`src/hdl/akvt_pkg.sv`:
```
package akvt_pkg;

	// Request codes as they arrive in req_type
	typedef enum logic [1:0] {
		OP_SET    = 2'd0,
		OP_GET    = 2'd1,
		OP_REMOVE = 2'd2,
		OP_LIST   = 2'd3
	} op_t;

	// Result status codes
	localparam logic [1:0] ST_OK        = 2'd0;
	localparam logic [1:0] ST_NOT_FOUND = 2'd1;
	localparam logic [1:0] ST_FULL      = 2'd2;

	localparam int FIELD_BITS = 64;
	localparam int TIME_BITS  = 32;
	localparam int COUNT_BITS = 5;

	localparam logic [TIME_BITS-1:0] TTL_RESET = 32'd60;

	// Command queue between front and back
	localparam int QUEUE_DEPTH = 2;

	// Classified request as it travels from front to back
	typedef struct packed {
		op_t                   op;
		logic [FIELD_BITS-1:0] key;
		logic [FIELD_BITS-1:0] value;
		logic [TIME_BITS-1:0]  now;
		logic [TIME_BITS-1:0]  expiry;
	} cmd_t;

endpackage

```
`src/hdl/akvt_if.sv`:
```
// Request channel
interface akvt_req_if;
	logic        valid;
	logic        ready;
	logic [1:0]  req_type;
	logic [63:0] key;
	logic [63:0] value;
	logic [31:0] now;

	modport source (output valid, req_type, key, value, now, input ready);
	modport sink   (input valid, req_type, key, value, now, output ready);
endinterface

// Result channel
interface akvt_rsp_if;
	logic        valid;
	logic        ready;
	logic [1:0]  status;
	logic [63:0] found_value;
	logic [63:0] listed_key;
	logic [4:0]  entry_count;
	logic        last;

	modport source (output valid, status, found_value, listed_key, entry_count, last,
		input ready);
	modport sink   (input valid, status, found_value, listed_key, entry_count, last,
		output ready);
endinterface

```
`src/hdl/akvt_front.sv`:
```
module akvt_front #(
	parameter int KEY_BITS   = 64,
	parameter int VALUE_BITS = 64
) (
	input  logic            clk,
	input  logic            arst_n,
	akvt_req_if.sink        req,
	input  logic            cfg_we,
	input  logic [31:0]     cfg_wdata,
	output logic            cmd_valid,
	input  logic            cmd_ready,
	output akvt_pkg::cmd_t  cmd
);
	import akvt_pkg::*;

	localparam logic [FIELD_BITS-1:0] KEY_MASK   = {FIELD_BITS{1'b1}} >> (FIELD_BITS - KEY_BITS);
	localparam logic [FIELD_BITS-1:0] VALUE_MASK =
		{FIELD_BITS{1'b1}} >> (FIELD_BITS - VALUE_BITS);

	logic [TIME_BITS-1:0] ttl_q;
	logic                 vld_s1;
	cmd_t                 cmd_s1;
	logic [TIME_BITS:0]   exp_sum;
	cmd_t                 cmd_nxt;
	logic                 take;

	// ttl register
	always_ff @(posedge clk or negedge arst_n) begin
		if (!arst_n) begin
			ttl_q <= TTL_RESET;
		end else if (cfg_we) begin
			ttl_q <= cfg_wdata;
		end
	end

	// Classify: mask words to stored widths, stamp saturated expiry
	always_comb begin
		exp_sum        = {1'b0, req.now} + {1'b0, ttl_q};
		cmd_nxt.op     = op_t'(req.req_type);
		cmd_nxt.key    = req.key & KEY_MASK;
		cmd_nxt.value  = req.value & VALUE_MASK;
		cmd_nxt.now    = req.now;
		cmd_nxt.expiry = exp_sum[TIME_BITS] ? {TIME_BITS{1'b1}} : exp_sum[TIME_BITS-1:0];
	end

	assign req.ready = !vld_s1 || cmd_ready;
	assign take      = req.valid && req.ready;

	// Holding stage in front of the queue
	always_ff @(posedge clk or negedge arst_n) begin
		if (!arst_n) begin
			vld_s1 <= 1'b0;
		end else if (take) begin
			vld_s1 <= 1'b1;
		end else if (cmd_ready) begin
			vld_s1 <= 1'b0;
		end
	end

	always_ff @(posedge clk) begin
		if (take) begin
			cmd_s1 <= cmd_nxt;
		end
	end

	assign cmd_valid = vld_s1;
	assign cmd       = cmd_s1;

endmodule

```
`src/hdl/akvt_queue.sv`:
```
module akvt_queue (
	input  logic            clk,
	input  logic            arst_n,
	input  logic            push_valid,
	output logic            push_ready,
	input  akvt_pkg::cmd_t  push_data,
	output logic            pop_valid,
	input  logic            pop_ready,
	output akvt_pkg::cmd_t  pop_data
);
	import akvt_pkg::*;

	localparam int PW = (QUEUE_DEPTH > 1) ? $clog2(QUEUE_DEPTH) : 1;
	localparam int FW = $clog2(QUEUE_DEPTH + 1);

	cmd_t          slot_q [QUEUE_DEPTH];
	logic [PW-1:0] wr_ptr_q;
	logic [PW-1:0] rd_ptr_q;
	logic [FW-1:0] fill_q;
	logic          push;
	logic          pop;

	assign push_ready = fill_q != FW'(QUEUE_DEPTH);
	assign pop_valid  = fill_q != '0;
	assign push       = push_valid && push_ready;
	assign pop        = pop_valid && pop_ready;
	assign pop_data   = slot_q[rd_ptr_q];

	// Pointers and fill level
	always_ff @(posedge clk or negedge arst_n) begin
		if (!arst_n) begin
			wr_ptr_q <= '0;
			rd_ptr_q <= '0;
			fill_q   <= '0;
		end else begin
			if (push) begin
				wr_ptr_q <= (wr_ptr_q == PW'(QUEUE_DEPTH - 1)) ? '0 : wr_ptr_q + 1'b1;
			end
			if (pop) begin
				rd_ptr_q <= (rd_ptr_q == PW'(QUEUE_DEPTH - 1)) ? '0 : rd_ptr_q + 1'b1;
			end
			if (push && !pop) begin
				fill_q <= fill_q + 1'b1;
			end else if (pop && !push) begin
				fill_q <= fill_q - 1'b1;
			end
		end
	end

	always_ff @(posedge clk) begin
		if (push) begin
			slot_q[wr_ptr_q] <= push_data;
		end
	end

endmodule

```
`src/hdl/akvt_engine.sv`:
```
module akvt_engine #(
	parameter int ENTRIES    = 16,
	parameter int KEY_BITS   = 64,
	parameter int VALUE_BITS = 64
) (
	input  logic            clk,
	input  logic            arst_n,
	input  logic            cmd_valid,
	output logic            cmd_ready,
	input  akvt_pkg::cmd_t  cmd,
	akvt_rsp_if.source      rsp
);
	import akvt_pkg::*;

	localparam int CNT_W   = $clog2(ENTRIES + 1);
	localparam int AW      = (ENTRIES > 1) ? $clog2(ENTRIES) : 1;
	localparam int VAL_LSB = KEY_BITS;
	localparam int EXP_LSB = KEY_BITS + VALUE_BITS;
	localparam int EW      = EXP_LSB + TIME_BITS;

	localparam logic [3:0] S_IDLE = 4'd0;
	localparam logic [3:0] S_DEC  = 4'd1;
	localparam logic [3:0] S_RD   = 4'd2;
	localparam logic [3:0] S_CHK  = 4'd3;
	localparam logic [3:0] S_SHR  = 4'd4;
	localparam logic [3:0] S_SHW  = 4'd5;
	localparam logic [3:0] S_LRD  = 4'd6;
	localparam logic [3:0] S_LOUT = 4'd7;
	localparam logic [3:0] S_EMIT = 4'd8;

	logic [EW-1:0]         mem [ENTRIES];
	logic [EW-1:0]         rd_q;
	logic [AW-1:0]         rd_addr;
	logic                  mem_we;
	logic [AW-1:0]         mem_waddr;
	logic [EW-1:0]         mem_wdata;

	logic [3:0]            state_q;
	cmd_t                  cmd_q;
	logic [CNT_W-1:0]      cnt_q;
	logic [CNT_W-1:0]      idx_q;
	logic [CNT_W-1:0]      jdx_q;
	logic [CNT_W-1:0]      idx_nxt;
	logic [CNT_W-1:0]      jdx_nxt;
	logic                  drop_match_q;
	logic [1:0]            res_status_q;
	logic [FIELD_BITS-1:0] res_value_q;

	logic                  out_vld_q;
	logic [1:0]            out_status_q;
	logic [FIELD_BITS-1:0] out_value_q;
	logic [FIELD_BITS-1:0] out_key_q;
	logic [COUNT_BITS-1:0] out_count_q;
	logic                  out_last_q;
	logic                  out_free;
	logic                  out_load;

	logic [KEY_BITS-1:0]   rd_key;
	logic [VALUE_BITS-1:0] rd_val;
	logic [TIME_BITS-1:0]  rd_exp;
	logic                  scan_end;
	logic                  expired;
	logic                  match;

	assign rd_key   = rd_q[KEY_BITS-1:0];
	assign rd_val   = rd_q[VAL_LSB +: VALUE_BITS];
	assign rd_exp   = rd_q[EXP_LSB +: TIME_BITS];
	assign idx_nxt  = idx_q + 1'b1;
	assign jdx_nxt  = jdx_q + 1'b1;
	assign scan_end = idx_q >= cnt_q;
	assign expired  = rd_exp < cmd_q.now;
	assign match    = rd_key == cmd_q.key[KEY_BITS-1:0];
	assign out_free = !out_vld_q || rsp.ready;
	assign out_load = out_free && (state_q == S_LOUT || state_q == S_EMIT);

	assign cmd_ready = state_q == S_IDLE;

	// Table port: read address and write side
	always_comb begin
		rd_addr   = (state_q == S_SHR) ? jdx_nxt[AW-1:0] : idx_q[AW-1:0];
		mem_we    = 1'b0;
		mem_waddr = idx_q[AW-1:0];
		mem_wdata = {cmd_q.expiry, cmd_q.value[VALUE_BITS-1:0], cmd_q.key[KEY_BITS-1:0]};
		if (state_q == S_RD && scan_end && cmd_q.op == OP_SET) begin
			// append at the end of the packed table
			mem_we    = 1'b1;
			mem_waddr = cnt_q[AW-1:0];
		end else if (state_q == S_CHK && !expired && match && cmd_q.op == OP_SET) begin
			mem_we = 1'b1;
		end else if (state_q == S_SHW) begin
			// move one entry down during compaction
			mem_we    = 1'b1;
			mem_waddr = jdx_q[AW-1:0];
			mem_wdata = rd_q;
		end
	end

	always_ff @(posedge clk) begin
		if (mem_we) begin
			mem[mem_waddr] <= mem_wdata;
		end
		rd_q <= mem[rd_addr];
	end

	// Result register valid: load wins over a drain in the same cycle
	always_ff @(posedge clk or negedge arst_n) begin
		if (!arst_n) begin
			out_vld_q <= 1'b0;
		end else if (out_load) begin
			out_vld_q <= 1'b1;
		end else if (rsp.ready) begin
			out_vld_q <= 1'b0;
		end
	end

	// Sequencer
	always_ff @(posedge clk or negedge arst_n) begin
		if (!arst_n) begin
			state_q      <= S_IDLE;
			cnt_q        <= '0;
			idx_q        <= '0;
			jdx_q        <= '0;
			drop_match_q <= 1'b0;
		end else begin
			unique case (state_q)
				S_IDLE: begin
					if (cmd_valid) begin
						cmd_q   <= cmd;
						idx_q   <= '0;
						state_q <= S_DEC;
					end
				end
				S_DEC: begin
					res_value_q <= '0;
					if (cmd_q.op == OP_LIST) begin
						if (cnt_q == '0) begin
							res_status_q <= ST_OK;
							state_q      <= S_EMIT;
						end else begin
							state_q <= S_LRD;
						end
					end else if (cmd_q.op == OP_SET && cnt_q >= CNT_W'(ENTRIES)) begin
						res_status_q <= ST_FULL;
						state_q      <= S_EMIT;
					end else begin
						state_q <= S_RD;
					end
				end
				S_RD: begin
					if (scan_end) begin
						if (cmd_q.op == OP_SET) begin
							cnt_q        <= cnt_q + 1'b1;
							res_status_q <= ST_OK;
						end else begin
							res_status_q <= ST_NOT_FOUND;
						end
						state_q <= S_EMIT;
					end else begin
						state_q <= S_CHK;
					end
				end
				S_CHK: begin
					if (expired) begin
						// age out this slot, then look at it again
						jdx_q        <= idx_q;
						drop_match_q <= 1'b0;
						state_q      <= S_SHR;
					end else if (match) begin
						unique case (cmd_q.op)
							OP_GET: begin
								res_status_q <= ST_OK;
								res_value_q  <= FIELD_BITS'(rd_val);
								state_q      <= S_EMIT;
							end
							OP_SET: begin
								res_status_q <= ST_OK;
								state_q      <= S_EMIT;
							end
							OP_REMOVE: begin
								jdx_q        <= idx_q;
								drop_match_q <= 1'b1;
								state_q      <= S_SHR;
							end
							OP_LIST: begin
								state_q <= S_IDLE;
							end
						endcase
					end else begin
						idx_q   <= idx_nxt;
						state_q <= S_RD;
					end
				end
				S_SHR: begin
					if (jdx_nxt < cnt_q) begin
						state_q <= S_SHW;
					end else begin
						cnt_q <= cnt_q - 1'b1;
						if (drop_match_q) begin
							res_status_q <= ST_OK;
							state_q      <= S_EMIT;
						end else begin
							state_q <= S_RD;
						end
					end
				end
				S_SHW: begin
					jdx_q   <= jdx_nxt;
					state_q <= S_SHR;
				end
				S_LRD: begin
					state_q <= S_LOUT;
				end
				S_LOUT: begin
					if (out_free) begin
						out_status_q <= ST_OK;
						out_value_q  <= '0;
						out_key_q    <= FIELD_BITS'(rd_key);
						out_count_q  <= COUNT_BITS'(cnt_q);
						out_last_q   <= idx_nxt == cnt_q;
						idx_q        <= idx_nxt;
						state_q      <= (idx_nxt == cnt_q) ? S_IDLE : S_LRD;
					end
				end
				S_EMIT: begin
					if (out_free) begin
						out_status_q <= res_status_q;
						out_value_q  <= res_value_q;
						out_key_q    <= '0;
						out_count_q  <= COUNT_BITS'(cnt_q);
						out_last_q   <= 1'b1;
						state_q      <= S_IDLE;
					end
				end
				default: begin
					state_q <= S_IDLE;
				end
			endcase
		end
	end

	assign rsp.valid       = out_vld_q;
	assign rsp.status      = out_status_q;
	assign rsp.found_value = out_value_q;
	assign rsp.listed_key  = out_key_q;
	assign rsp.entry_count = out_count_q;
	assign rsp.last        = out_last_q;

	// Checks
	a_cnt_bound: assert property (@(posedge clk) disable iff (!arst_n)
		cnt_q <= CNT_W'(ENTRIES))
		else $error("entry count above capacity");

	a_shift_range: assert property (@(posedge clk) disable iff (!arst_n)
		(state_q == S_SHW) |-> (jdx_nxt < cnt_q))
		else $error("compaction moves an entry from beyond the table");

	a_cnt_drop: assert property (@(posedge clk) disable iff (!arst_n)
		(state_q != S_SHR) |=> (cnt_q >= $past(cnt_q)))
		else $error("entry count fell outside compaction");

	a_append_room: assert property (@(posedge clk) disable iff (!arst_n)
		(state_q == S_RD && scan_end && cmd_q.op == OP_SET) |-> (cnt_q < CNT_W'(ENTRIES)))
		else $error("append into a full table");

endmodule

```
`src/hdl/aging_key_value_table_unit.sv`:
```
// Channel   Dir  Handshake       Payload
// req       in   valid / ready   req_type, key, value, now
// rsp       out  valid / ready   status, found_value, listed_key, entry_count, last
// cfg       in   cfg_we          cfg_wdata (ttl)
//
// Get, set and remove check the stored slots in turn and move later entries down
// when a slot is aged out or removed; the table memory has one read and one write
// per cycle. List gives one result per stored key. A full-table set skips the scan.
// Reset clears the entry count and loads ttl with 60; table contents are not cleared.
// Requests queue in front of the table while it works; a stalled result holds the
// table sequencer, and the request channel once the queue and front stage fill.
module aging_key_value_table_unit #(
	parameter int ENTRIES    = 16,
	parameter int KEY_BITS   = 64,
	parameter int VALUE_BITS = 64
) (
	input  logic        clk,
	input  logic        arst_n,
	akvt_req_if.sink    req,
	akvt_rsp_if.source  rsp,
	input  logic        cfg_we,
	input  logic [31:0] cfg_wdata
);
	import akvt_pkg::*;

	logic fr_valid;
	logic fr_ready;
	cmd_t fr_cmd;
	logic bk_valid;
	logic bk_ready;
	cmd_t bk_cmd;

	// Front: accept and classify
	akvt_front #(
		.KEY_BITS   (KEY_BITS),
		.VALUE_BITS (VALUE_BITS)
	) u_front (
		.clk       (clk),
		.arst_n    (arst_n),
		.req       (req),
		.cfg_we    (cfg_we),
		.cfg_wdata (cfg_wdata),
		.cmd_valid (fr_valid),
		.cmd_ready (fr_ready),
		.cmd       (fr_cmd)
	);

	// Command queue
	akvt_queue u_queue (
		.clk        (clk),
		.arst_n     (arst_n),
		.push_valid (fr_valid),
		.push_ready (fr_ready),
		.push_data  (fr_cmd),
		.pop_valid  (bk_valid),
		.pop_ready  (bk_ready),
		.pop_data   (bk_cmd)
	);

	// Back: table scan, aging and results
	akvt_engine #(
		.ENTRIES    (ENTRIES),
		.KEY_BITS   (KEY_BITS),
		.VALUE_BITS (VALUE_BITS)
	) u_engine (
		.clk       (clk),
		.arst_n    (arst_n),
		.cmd_valid (bk_valid),
		.cmd_ready (bk_ready),
		.cmd       (bk_cmd),
		.rsp       (rsp)
	);

endmodule
```
`src/flat_wrapper.sv`:
```
// flat-port wrapper written by rule: the top's interface ports become plain ports
module aging_key_value_table_unit_flat import akvt_pkg::*;
#(
	parameter int ENTRIES    = 16,
	parameter int KEY_BITS   = 64,
	parameter int VALUE_BITS = 64
)
  (clk, arst_n, cfg_we, cfg_wdata, req_valid, req_req_type, req_key, req_value, req_now, req_ready, rsp_valid, rsp_status, rsp_found_value, rsp_listed_key, rsp_entry_count, rsp_last, rsp_ready);
  akvt_req_if req_i ();
  akvt_rsp_if rsp_i ();
  input  logic clk;
  input  logic arst_n;
  input  logic cfg_we;
  input  logic [31:0] cfg_wdata;
  input wire logic [$bits(req_i.valid)-1:0] req_valid;
  input wire logic [$bits(req_i.req_type)-1:0] req_req_type;
  input wire logic [$bits(req_i.key)-1:0] req_key;
  input wire logic [$bits(req_i.value)-1:0] req_value;
  input wire logic [$bits(req_i.now)-1:0] req_now;
  output wire logic [$bits(req_i.ready)-1:0] req_ready;
  output wire logic [$bits(rsp_i.valid)-1:0] rsp_valid;
  output wire logic [$bits(rsp_i.status)-1:0] rsp_status;
  output wire logic [$bits(rsp_i.found_value)-1:0] rsp_found_value;
  output wire logic [$bits(rsp_i.listed_key)-1:0] rsp_listed_key;
  output wire logic [$bits(rsp_i.entry_count)-1:0] rsp_entry_count;
  output wire logic [$bits(rsp_i.last)-1:0] rsp_last;
  input wire logic [$bits(rsp_i.ready)-1:0] rsp_ready;
  assign req_i.valid = req_valid;
  assign req_i.req_type = req_req_type;
  assign req_i.key = req_key;
  assign req_i.value = req_value;
  assign req_i.now = req_now;
  assign req_ready = req_i.ready;
  assign rsp_valid = rsp_i.valid;
  assign rsp_status = rsp_i.status;
  assign rsp_found_value = rsp_i.found_value;
  assign rsp_listed_key = rsp_i.listed_key;
  assign rsp_entry_count = rsp_i.entry_count;
  assign rsp_last = rsp_i.last;
  assign rsp_i.ready = rsp_ready;
  aging_key_value_table_unit #(.ENTRIES(ENTRIES), .KEY_BITS(KEY_BITS), .VALUE_BITS(VALUE_BITS)) u_core (.clk(clk), .arst_n(arst_n), .req(req_i), .rsp(rsp_i), .cfg_we(cfg_we), .cfg_wdata(cfg_wdata));
endmodule
```
`config.mk`:
```
export PLATFORM = sky130hd
export DESIGN_NAME = aging_key_value_table_unit_flat
export DESIGN_NICKNAME = d
export VERILOG_FILES = /design/src/hdl/akvt_pkg.sv /design/src/hdl/akvt_if.sv /design/src/hdl/akvt_front.sv /design/src/hdl/akvt_queue.sv /design/src/hdl/akvt_engine.sv /design/src/hdl/aging_key_value_table_unit.sv /design/src/flat_wrapper.sv
export SDC_FILE = /design/constraint.sdc
export NUM_CORES = 2
export LEC_CHECK = 0
export ABC_CLOCK_PERIOD_IN_PS = 22100
export BUFFER_PORTS_ARGS = -buffer_cell sky130_fd_sc_hd__buf_2
export CAP_MARGIN = 10
export CORE_MARGIN = 3
export CORE_UTILIZATION = 29
export CTS_CLUSTER_DIAMETER = 100
export DETAILED_ROUTE_END_ITERATION = 8
export GPL_TIMING_DRIVEN = 0
export PLACE_DENSITY = 0.47
export SYNTH_ARGS = -nofsm -noshare
export SYNTH_HDL_FRONTEND = slang
export SYNTH_SLANG_ARGS = --single-unit
```
`constraint.sdc`:
```
create_clock -name clk -period 22.1 [get_ports clk]
set_input_delay 4.42 -clock clk [delete_from_list [all_inputs] [get_ports clk]]
set_output_delay 4.42 -clock clk [all_outputs]
set_load 0.1 [all_outputs]
```
# Word-level counts from Yosys, hierarchy flattened
# Memory sizes are Yosys's and may differ from the RTL's. A register that Yosys moved wholly into a read port is not among the register bits.
# Cells that the tools add are included.
# totals
register_bits	454
ramBits	2948
input_bits	199
output_inout_bits	138
elab_cells	193
memories	2
# classes
addsub	9
magnitude_cmp	4
n_eq_ne	30
n_mux	78
reduce_logical	47
# mem_list
memory	words	width	rd	rd_clocked_by_memory_dff	wr	line	source
u_core.u_engine.mem	16	160	1	1	1	akvt_engine.sv:31	logic [EW-1:0] mem [ENTRIES];
u_core.u_queue.slot_q	2	194	1	1	1	akvt_queue.sv:16	cmd_t slot_q [QUEUE_DEPTH];
# ops
cell	n
$mux 160	3
$mux 64	6
$pmux 64 s2	3
$eq 64x64->1	1
$mux 4	15
$mux 5	10
$pmux 4 s9	1
$add 32x32->33	1
$lt 32x32->1	1
$mux 2	13
$ne 2x2->1 const B	11
$pmux 5 s2	2
$reduce_bool 2->1	10
$mux 1	19
$eq 4x3->1 const B	4
$add 5x1->5 const B	3
$pmux 5 s3	1
$reduce_and 3->1	5
$logic_and 1x1->1	12
$pmux 4 s3	1
$reduce_and 10->1	1
$reduce_and 5->1	2
$ne 3x3->1 const B	3
$eq 4x2->1 const B	2
other kinds (27)	38

# Depth between registers and ports, before layout
# logic_depth
ltp_word	9
ltp_mapped	12
ltp_nobuf	11

# Hierarchy
# From an unflattened synthesis, not the netlist that was laid out.
# hier_totals
hier_cells	6804
hier_area_um2	143022.2
# by_module_without_submodules
mod	n_inst	cells_per_inst	area_per_inst_um2	seq_area_each_um2
akvt_engine	1	5638	119214.3	92493.7
akvt_queue	1	622	14815.5	11751.3
akvt_front	1	544	8992.4	6656.4

# Worst setup path after synthesis
# No wires, ideal clock.
# synth_path
path_kind	register to register
startpoint	register u_core.u_engine.idx_q[0]
endpoint	memory u_core.u_engine.mem[11][0] in the netlist's numbering (enable)
setup_ns	1.071
arrival_time_ns	17.372
required_ns	21.029
slack_ns	3.657
stages_incl_launch_ff	12
n_path_buf	1
period_less_slack_ns	18.443
cell_sequence	dfrtp_1 > inv_1 > ha_1 > nand2b_1 > a21o_1 > a21o_1 > a211oi_1 > or3_1 > buf_2 > mux2i_2 > o21ai_1 > nor4_1
# synth_via
elab_chain_len	6
elab_cells_between_ends	9
cone_classes	1 x order compare; 6 x mux; 2 x reduce/logical
# synth_lines
item	line	source
start: declaration	akvt_engine.sv:41	logic [CNT_W-1:0] idx_q;
start signal: assignment	akvt_engine.sv:189	idx_q <= idx_nxt;
start signal: assignment	akvt_engine.sv:220	idx_q <= idx_nxt;
$ge 5x5->1	akvt_engine.sv:70	assign scan_end = idx_q >= cnt_q;
$logic_and 1x1->1 (2 in series)	akvt_engine.sv:84	if (state_q == S_RD && scan_end && cmd_q.op == OP_SET) begin
$mux 1	akvt_engine.sv:84	
$mux 1	akvt_engine.sv:99	if (mem_we) begin
$mux 1 (implied by the code)	akvt_engine.sv:100	mem[mem_waddr] <= mem_wdata;
end: declaration	akvt_engine.sv:31	
# Parallel ways exist; a longest one is shown, timed or not.

# Worst setup path in the final report
# layout_path
startpoint	register u_core.u_queue.fill_q[0]
endpoint	output req_ready
# layout_via
elab_chain_len	2
# layout_lines
item	line	source
start: declaration	akvt_queue.sv:19	logic [FW-1:0] fill_q;
start signal: assignment	akvt_queue.sv:43	fill_q <= fill_q + 1'b1;
start signal: assignment	akvt_queue.sv:45	fill_q <= fill_q - 1'b1;
$ne 2x2->1	akvt_queue.sv:23	assign push_ready = fill_q != FW'(QUEUE_DEPTH);
$logic_or 1x1->1	akvt_front.sv:46	assign req.ready = !vld_s1 || cmd_ready;
end: declaration	flat_wrapper.sv:20	output wire logic [$bits(req_i.ready)-1:0] req_ready;
# Every way passes these cells.

==> run_results.csv <==
group,metric,value,unit
clocking,h-tree-depth,5,
sta,tightest_slew,1.249,ns
power_and_ir_drop,p_leak,57.98,nW
sta,setup_viol,0,
global_routing,grt_max_degree,68,
min_path,hp-class,"flip-flop to flip-flop",
floorplanning,coreArea,487200,µm²
sta,setup_tns,0,ns
layout,drive_above_1_share,0.2855,
logic_synthesis,synthesis.area,142100,µm²
global_routing,grt_pass1_wl,553300,µm
layout,finalNonFillerCells,14968,
route,routed_wl,391400,µm
critical_path,path_max_fanout,6,
global_routing,grt.total_usage,0.1537,
clocking,postCtsHoldBufs,0,
place,place_congestion,0.7484,
sta,fin_crit_sh,0.3048,
sta,relSlewSlack,0.1612,
place,portBuffers,335,
layout,area_growth,20.32,%
route,post_drt_wl_per_cell,26.15,µm
flow_run,drv_cap,0,
logic_synthesis,yosys_warnings,0,
floorplanning,fp.dieH,705.9,µm
place,placed_cell_area,157800,µm²
route,drc_errors,0,
global_routing,antenna_found_initial,33,
clocking,cts_tree,"yes",
layout,postLayoutCellArea,170900,µm²
logic_synthesis,synthArstFlopShare,0.01544,
layout,final_nets,8445,
floorplanning,fp.dieArea,498300,µm²
sta,hold_violations,0,
logic_synthesis,synth_fp_nets,7260,
run_status,outcome,"finished, final reports clean",
power_and_ir_drop,vdd_drop_max,69.42,µV
logic_synthesis,synth_cell_types,74,
layout,layout_commonest_cell,"edfxtp_1",
route,ant_nets,0,
critical_path,crit_type,"flip-flop to output port",
floorplanning,initial_utilization,0.2916,
logic_synthesis,yosys-top-cells-area,"edfxtp_1 75%, mux4_2 10%, dfxtp_1 2.3%",
clocking,clkLatencyLatePin,1.02,ns
place,place_inst,14216,
clocking,cts.sinks,3756,
sta,whs,0.4277,ns
sta,fin_skew,0.1076,ns
logic_synthesis,synthDominantCellAreaShare,0.7479,
sta,grt_setup_unrepaired,"no",
sta,final_max_slew_viol_count,0,
route,viasPerCell,4.694,
layout,final_cell_mix,"3538 x edfxtp_1, 640 x mux4_2, 550 x nand2_1",
clocking,clock_tree.buffer_depth,4,
sta,max_freq,0.1485,GHz
logic_synthesis,synthCells,6981,
critical_path,worst-endpoint-arrival,2.32,ns
critical_path,end_kind,"output port",
route,drt_iter0_markers,6345,
floorplanning,die_w,705.9,µm
logic_synthesis,synth-edff-count,3538,
logic_synthesis,yosysSeqAreaShare,0.7807,
route,first_pass_iters,7,
critical_path,cp.required,17.68,ns
global_routing,grt_overflow,0,
route,dr_total_vias,70255,
floorplanning,core.rowCount,256,
logic_synthesis,synth_flop_cell,"edfxtp_1",
critical_path,crit_path_start_kind,"flip-flop",
clocking,cts_buffers,398,
clocking,cts_root_buf,"clkbuf_16",
sta,fin_crit,6.735,ns
logic_synthesis,yosysTopAreaCell,"edfxtp_1",
place,dp_hpwl,271900,µm
floorplanning,io_pins,337,
logic_synthesis,synth.avg_cell_area,20.35,µm²
clocking,cts.clk_slew.worst_paths,0.06,ns
global_routing,grt_pass1_vias,73848,
logic_synthesis,ys_ff_latch,3756,
power_and_ir_drop,p_per_area,124.2,nW/µm²
clocking,cts_setup_buffers,0,
clocking,ctsResizeCount,0,
flip-flops by register name, indices dropped and copies added, names as in the netlist, 4 cells and up:
register and count:
u_core.u_engine.mem 2560, u_core.u_engine.rd_q 160, u_core.u_front.cmd 194, u_core.u_engine.rsp.found_value 64, u_core.u_engine.rsp.listed_key 64, u_core.u_queue.slot_q 388
u_core.u_engine.idx_q 5, u_core.u_front.ttl_q 32, u_core.u_engine.cnt_q 5, u_core.u_engine.res_value_q 64, u_core.u_engine.cmd_q 194, u_core.u_engine.jdx_q 5
u_core.u_engine.rsp.entry_count 5, u_core.u_engine.state_q 4
where the power goes:
group	leakage, nW	switching, W	internal (W)	total [W]
clock network	6.37	0.00282	0.00386	0.00668
registers	34.2	0.000392	0.00921	0.00960
logic	17.4	0.00303	0.00190	0.00494
worst paths after layout:
kind / depth (start not counted) / startpoint / to / slack (ns)
min in group asynchronous: 1 / arst_n / u_core.u_front.ttl_q[7]$_DFFE_PN0P_ / 3.29
max: 2 / u_core.u_queue.fill_q[0]$_DFFE_PN0P_ / req_ready / 15.36
max reg2reg: 14 / u_core.u_engine.cmd_q[177]$_DFFE_PP_ / u_core.u_engine.mem[11][93]$_DFFE_PP_ / 15.52
max in group asynchronous: 2 / arst_n / u_core.u_engine.idx_q[1]$_DFFE_PN0P_ / 18.23
min: 0 / u_core.u_front.cmd[92]$_DFFE_PP_ / u_core.u_queue.slot_q[0][92]$_DFFE_PP_ / 0.43
min reg2reg: 0 / u_core.u_front.cmd[92]$_DFFE_PP_ / u_core.u_queue.slot_q[0][92]$_DFFE_PP_ / 0.43
area by class of cell:
| cell class | count | area, µm² |
|---|---|---|
| fill | 45426 | 316300 |
| sequential | 3756 | 110900 |
| multi-input combinational | 2833 | 29480 |
| clock buffer | 552 | 10970 |
| tap | 6450 | 8070 |
| timing repair buffer | 785 | 7476 |
| clock inverter | 193 | 2107 |
| buffer | 332 | 1670 |
| inverter | 60 | 225.2 |
| antenna | 7 | 17.52 |
layer usage:
metal	up-vias	GRT usage	share of wire
met2	2049	0.2571	0.49
met1	37222	0.2078	0.43
li1	30451	-	-
met3	529	0.02597	0.057
met5	-	0	0.000069
met4	4	0.03895	0.025
worst max-delay path, stage by stage (launching register included):
cell and delay [ns]:
dfrtp_1 0.44, nand3b_1 0.41, buf_2 0.52
Yosys cell counts (all sizes together), types with 23 or more instances:
master and instances:
a211oi 180, a21o 23, a21oi 205, and2 136
buf 158, clkbuf 174, dfrtp 54, dfxtp 160
edfxtp 3538, ha 78, inv 60, mux2 228
mux2i 171, mux4 640, nand2 551, nand3 27
nand4 26, nor2 47, nor2b 231, o21ai 40
xnor2 80, xor2 24
stage by stage:
| step | setup WS, ns | utilization | power [W] |
|---|---|---|---|
| final | 15.36 | 0.3508 | 0.02122 |
| after floorplan | 3.657 | - | 0.01290 |
| after global placement | -21.06 | 0.3116 | 0.01487 |
| after detailed placement | 14.61 | 0.3240 | 0.01480 |
| after CTS | 15.18 | 0.3508 | 0.02155 |
| after global routing | 15.17 | 0.3508 | 0.02216 |
cell families (layout without fill, tap and decap cells):
kind of cell	after synthesis	in the layout	share of synthesized area
adders and majority gates	80	80	0.007152
muxes	1039	1039	0.1316
other	0	7	0
AOI/OAI and AO/OA	515	515	0.02338
DFF	3756	3756	0.7807
and+or+nand+nor	1095	1095	0.03758
buffers and inverters	392	1922	0.01320
xor gates and xnor gates	104	104	0.006412
(Power assumes the default switching activity.)
